**config.mk**
```make
export PLATFORM = sky130hd
export DESIGN_NAME = sat_ctrl
export DESIGN_NICKNAME = d
export VERILOG_FILES = /design/src/design/sat_pkg.sv /design/src/design/sat_ctrl.sv
export SDC_FILE = /design/constraint.sdc
export NUM_CORES = 1
export LEC_CHECK = 0
export ABC_AREA = 1
export BUFFER_PORTS_ARGS = -buffer_cell sky130_fd_sc_hd__clkbuf_2
export CORE_AREA = 2 2 39 41
export DETAILED_ROUTE_END_ITERATION = 12
export DIE_AREA = 0 0 41 43
export HOLD_SLACK_MARGIN = 0.1
export PLACE_DENSITY = 0.73
export SLEW_MARGIN = 20
export SYNTH_ARGS = -nofsm -noshare
export SYNTH_HDL_FRONTEND = slang
export SYNTH_SLANG_ARGS = --single-unit
```
**constraint.sdc**
```tcl
create_clock -name clk -period 2.2 [get_ports clk]
set_input_delay 0.11 -clock clk [delete_from_list [all_inputs] [get_ports clk]]
set_output_delay 0.11 -clock clk [all_outputs]
set_load 0.005 [all_outputs]
```
**src/design/sat_pkg.sv**
```systemverilog
// ----------------------------------------------------------------------------
// sat_pkg
// Shared widths, codes and controller/datapath command types for the
// summed-area table rectangle-sum core.
// ----------------------------------------------------------------------------
`default_nettype none

package sat_pkg;

  // Matrix dimension and derived index widths
  localparam int DIM      = 64;
  localparam int IDX_W    = $clog2(DIM);
  localparam int ADDR_W   = 2 * IDX_W;
  localparam int DEPTH    = 1 << ADDR_W;

  // Field widths
  localparam int COORD_W  = 6;
  localparam int ELEM_W   = 16;
  localparam int ROWSUM_W = 22;
  localparam int ENTRY_W  = 28;

  // Request type codes
  localparam logic REQ_LOAD  = 1'b0;
  localparam logic REQ_QUERY = 1'b1;

  // Table address source
  typedef enum logic [2:0] {
    ADDR_BR_BR = 3'd0,   // bottom row, right column
    ADDR_BR_TL = 3'd1,   // bottom row, column left of the rectangle
    ADDR_TL_BR = 3'd2,   // row above the rectangle, right column
    ADDR_TL_TL = 3'd3,   // row above, column left
    ADDR_ABOVE = 3'd4,   // entry above the load position
    ADDR_LOAD  = 3'd5    // load position
  } addr_sel_t;

  // Accumulator operation
  typedef enum logic [1:0] {
    ACC_HOLD    = 2'd0,
    ACC_SET     = 2'd1,
    ACC_SUB_COL = 2'd2,  // subtract when the left column exists
    ACC_SUB_ROW = 2'd3   // subtract when the upper row exists
  } acc_op_t;

  typedef struct packed {
    logic      capture;
    logic      mem_rd;
    logic      mem_wr;
    addr_sel_t addr_sel;
    acc_op_t   acc_op;
    logic      rowsum_step;
    logic      load_advance;
    logic      out_load;
  } cmd_t;

  typedef struct packed {
    logic req_is_query;
  } status_t;

  // Clamp a corner coordinate to the last row or column
  function automatic logic [IDX_W-1:0] sat_coord(input logic [COORD_W-1:0] v);
    logic [IDX_W-1:0] r;
    if (int'(v) >= DIM) begin
      r = IDX_W'(DIM - 1);
    end else begin
      r = IDX_W'(v);
    end
    return r;
  endfunction

endpackage

`default_nettype wire

```
**src/design/sat_ctrl.sv**
```systemverilog
// ----------------------------------------------------------------------------
// sat_ctrl
// Sequencer: takes one request word at a time, steps the single table port
// through the reads and the write, and owns the result valid flag.
// ----------------------------------------------------------------------------
`default_nettype none

module sat_ctrl import sat_pkg::*; (
  input  wire          clk,
  input  wire          rst,
  input  wire          in_valid,
  output logic         in_ready,
  output logic         out_valid,
  input  wire          out_ready,
  input  wire status_t status,
  output cmd_t         cmd
);

  typedef enum logic [7:0] {
    S_IDLE  = 8'b0000_0001,
    S_LD_RD = 8'b0000_0010,
    S_LD_WR = 8'b0000_0100,
    S_Q_RD0 = 8'b0000_1000,
    S_Q_RD1 = 8'b0001_0000,
    S_Q_RD2 = 8'b0010_0000,
    S_Q_RD3 = 8'b0100_0000,
    S_Q_FIN = 8'b1000_0000
  } state_t;

  state_t state, state_next;
  logic   accept;

  assign in_ready = (state == S_IDLE);
  assign accept   = in_valid && in_ready;

  // Next state and commands
  always_comb begin
    state_next       = state;
    cmd              = '0;
    cmd.addr_sel     = ADDR_LOAD;
    cmd.acc_op       = ACC_HOLD;
    cmd.capture      = accept;
    case (state)
      S_IDLE: begin
        if (accept) begin
          state_next = status.req_is_query ? S_Q_RD0 : S_LD_RD;
        end
      end
      S_LD_RD: begin
        cmd.mem_rd      = 1'b1;
        cmd.addr_sel    = ADDR_ABOVE;
        cmd.rowsum_step = 1'b1;
        state_next      = S_LD_WR;
      end
      S_LD_WR: begin
        cmd.mem_wr       = 1'b1;
        cmd.addr_sel     = ADDR_LOAD;
        cmd.load_advance = 1'b1;
        state_next       = S_IDLE;
      end
      S_Q_RD0: begin
        cmd.mem_rd   = 1'b1;
        cmd.addr_sel = ADDR_BR_BR;
        state_next   = S_Q_RD1;
      end
      S_Q_RD1: begin
        cmd.mem_rd   = 1'b1;
        cmd.addr_sel = ADDR_BR_TL;
        cmd.acc_op   = ACC_SET;
        state_next   = S_Q_RD2;
      end
      S_Q_RD2: begin
        cmd.mem_rd   = 1'b1;
        cmd.addr_sel = ADDR_TL_BR;
        cmd.acc_op   = ACC_SUB_COL;
        state_next   = S_Q_RD3;
      end
      S_Q_RD3: begin
        cmd.mem_rd   = 1'b1;
        cmd.addr_sel = ADDR_TL_TL;
        cmd.acc_op   = ACC_SUB_ROW;
        state_next   = S_Q_FIN;
      end
      S_Q_FIN: begin
        // hold until the result register is free
        if (!out_valid || out_ready) begin
          cmd.out_load = 1'b1;
          state_next   = S_IDLE;
        end
      end
      default: begin
        state_next = S_IDLE;
      end
    endcase
  end

  // State register
  always_ff @(posedge clk) begin
    if (rst) begin
      state <= S_IDLE;
    end else begin
      state <= state_next;
    end
  end

  // Result valid: set on load, drop when taken
  always_ff @(posedge clk) begin
    if (rst) begin
      out_valid <= 1'b0;
    end else if (cmd.out_load) begin
      out_valid <= 1'b1;
    end else if (out_ready) begin
      out_valid <= 1'b0;
    end
  end

  // Table port is never read and written in one cycle
  a_port_excl: assert property (@(posedge clk) disable iff (rst)
    !(cmd.mem_rd && cmd.mem_wr))
    else $error("table read and write in the same cycle");

  // A write always follows the read of the entry above
  a_wr_after_rd: assert property (@(posedge clk) disable iff (rst)
    cmd.mem_wr |-> $past(cmd.mem_rd) && $past(cmd.rowsum_step))
    else $error("table write without preceding read");

  // An accepted word keeps the block busy in the next cycle
  a_busy: assert property (@(posedge clk) disable iff (rst)
    accept |=> !in_ready)
    else $error("request taken while busy");

  // A result is loaded only after the last of the four reads
  a_out_after_reads: assert property (@(posedge clk) disable iff (rst)
    cmd.out_load |-> ($past(cmd.addr_sel) == ADDR_TL_TL) || $past(state == S_Q_FIN))
    else $error("result loaded before all reads");

endmodule

`default_nettype wire

```
==> impl_metrics.py <==
metrics = {
    "synthesis": {
        "ys_ff_latch": 9,
        "ys_seq_area_share_pct": 31.9,
        "syn-cell-area_um2": 564,
        "synth_area_per_cell_um2": 6.88,
        "synth_fp_nets": 87,
        "synth_warnings": 0,
        "syn_inst": 82,
        "synth_cell_type_count": 18,
    },
    "setup_path": {
        "startpoint_type": "flip-flop",
        "cp_max_fo": 4,
        "path_class": "flip-flop to output pin",
        "critPathCaptureType": "output pin",
        "regToRegSetupSlack_ns": 1.07,
        "critical_path.startpoint": "state[6]$_SDFFE_PP0P_",
        "cp.depth": 9,
        "crit_arrival_ns": 1.36,
        "crit_required_ns": 2.09,
        "r2r_end": "state[0]$_SDFFE_PP1P_",
        "crit_chain": "nor2_1, nand2_2, inv_1, nand2_1, nand2_2, nor2_4, nand2_2, nand3_1, clkbuf_2",
        "r2r_cells": 6,
        "crit_end": "cmd[5]",
        "reg2reg_from": "state[0]$_SDFFE_PP1P_",
        "cp_common_cell": "nand2_2",
        "path_delay_family": "simple AND/OR/NAND/NOR gates",
        "slowest_stage": "dfxtp_1",
        "crit_path_max_incr_delay_ns": 0.36,
        "crit_buf_inv": 2,
    },
    "die": {
        "num_rows": 14,
        "coreArea_um2": 1380,
        "dieHeight_um": 43,
        "io_pins": 18,
        "start_util_pct": 40.8,
        "die_x_um": 41,
        "dieArea_um2": 1760,
    },
    "routing": {
        "drc": 0,
        "viasPerCell": 4.65,
        "drt_iter0_markers": 9,
        "wl_per_cell_um": 9.16,
        "ant_nets": 0,
        "vias": 544,
        "wl_um": 1070,
        "firstDrtPassIters": 4,
    },
    "timing": {
        "setup_viol": 0,
        "tightestPinTransition_ns": 0.340,
        "rsz0062_at_grt": "false",
        "hold_viol": 0,
        "period_needed_ns": 1.47,
        "finalCritPeriodShare_pct": 66.8,
        "fin_ws_ns": 0.731,
        "fin_setup_tns_ns": 0,
        "finClkSkew_ns": 0.00108,
        "fmaxAchievable_mhz": 681,
        "slew_violations": 0,
        "slew_headroom_pct": 77.1,
    },
    "global_route": {
        "grtUsageTotal_pct": 14.7,
        "grt_pass1_wl_um": 1700,
        "antenna_found_initial": 0,
        "grt_max_degree": 10,
        "grt_overflow": 0,
        "first_global_vias": 431,
    },
    "finish": {
        "final_common_cell": "clkbuf_2",
        "fill_cells": 145,
        "layout-drive-gt1-share_pct": 39.6,
        "num_antenna_cells": 0,
        "finalNetCount": 107,
        "area_growth_pct": 22.2,
        "most-common-layout-cells": "clkbuf_2 (17), nand2_1 (14), nor2_1 (13), inv_1 (12), dfxtp_1 (9)",
    },
    "clock_tree": {
        "clock_path_buffers": 2,
        "clkSlewWorstSetupHoldPaths_ns": 0.06,
        "cts_hold_buffers": 1,
        "cts_tree": "built",
        "cts.sinks": 9,
        "cts-resized-gates": 0,
        "cts_buffers": 3,
        "cts-root-buf": "clkbuf_4",
        "cts_setup_buffers": 0,
        "clkLatencyLatePin_ns": 0.25,
        "htree_levels": 1,
    },
    "min_path": {
        "worstHoldPathType": "primary input to flip-flop",
    },
    "run_status": {
        "run_status": "finished clean",
    },
    "power_and_ir_drop": {
        "power_leakage_nw": 0.382,
        "p_per_area_nw_per_um2": 530,
        "max-vdd-ir-drop_mv": 0.380,
    },
    "run": {
        "max_cap_viol_count": 0,
    },
    "placement": {
        "gp_congestion": 0.759,
        "dpl.hpwl_um": 872,
        "portBuffers": 17,
        "dp_worst_setup_slack_ns": 0.996,
    },
}
synth_stat cells (all sizes together):
cell type	number	share of area [%]
a21oi	3	2.7
buf	4	4.7
dfxtp	9	32
inv	15	10
nand2	23	23
nand3	4	4.4
nand4	1	1.1
nor2	20	19
nor3	2	1.8
nor4	1	1.1
state kept, by name, indices dropped and copies added, names as in the netlist:
name / count
out_valid: 1
state: 8
per-stage QoR:
| step | utilization, % | hold WS, ns | cells | total power, mW | cell area [µm²] |
|---|---|---|---|---|---|
| CTS | 49.1 | 0.102 | 116 | 0.369 | 679 |
| floorplan | - | 0.187 | 82 | 0.229 | 564 |
| global placement | 46.5 | 0.291 | 111 | 0.243 | 643 |
| detailed placement | 46.5 | 0.298 | 111 | 0.245 | 643 |
| global route | 49.8 | 0.137 | 117 | 0.392 | 689 |
| finish | 49.8 | 0.147 | 117 | 0.365 | 689 |
worst min-delay path by stage:
stage / startpoint / endpoint / slack (ns) / cells past startpoint
floorplan: status / state[1]$_SDFFE_PP0P_ / 0.19 / 1
global placement: status / state[1]$_SDFFE_PP0P_ / 0.29 / 2
detailed placement: status / state[1]$_SDFFE_PP0P_ / 0.30 / 2
CTS: in_valid / state[1]$_SDFFE_PP0P_ / 0.10 / 3
global route: rst / state[3]$_SDFFE_PP0P_ / 0.14 / 2
finish: rst / state[3]$_SDFFE_PP0P_ / 0.15 / 2
power breakdown:
part           switching, mW  total, mW  internal (mW)
clock                 0.0512      0.121         0.0695
sequential           0.00543      0.173          0.168
combinational         0.0433     0.0715         0.0281
total                  0.100      0.365          0.266
final cells by class:
type | instances | area, µm² | share of cell area (%)
repair buffers | 19 | 105 | 15.2
flip-flops and latches | 9 | 180 | 26.1
clock buffers | 4 | 26.3 | 3.81
multi-input cells | 54 | 299 | 43.4
well taps | 16 | 20.0 | 2.90
inverters | 15 | 58.8 | 8.53
cell families after synthesis:
group	Yosys count	synth area share (%)
buffers and inverters	19	15.1
DFF	9	31.9
AOI/OAI and AO/OA	3	2.66
and+or+nand+nor	51	50.3
metal layers:
metal	track usage, %	part of all wire [%]	up-vias	routed length [µm]
li1	-	-	279	-
met1	18.3	42	242	453
met2	19.7	50	21	537
met3	4.71	6.8	2	73
met4	12.0	0.75	0	8
met5	0	0	-	0
worst register-to-register path: stages, from the launching register on:
cell and delay [ns]:
dfxtp_1 0.34, nor2_2 0.16, nand2_4 0.08, nor2_1 0.20, a21oi_1 0.10, nand3_1 0.10, nand2_1 0.05
Note: power is estimated with default switching activity, not from simulation.
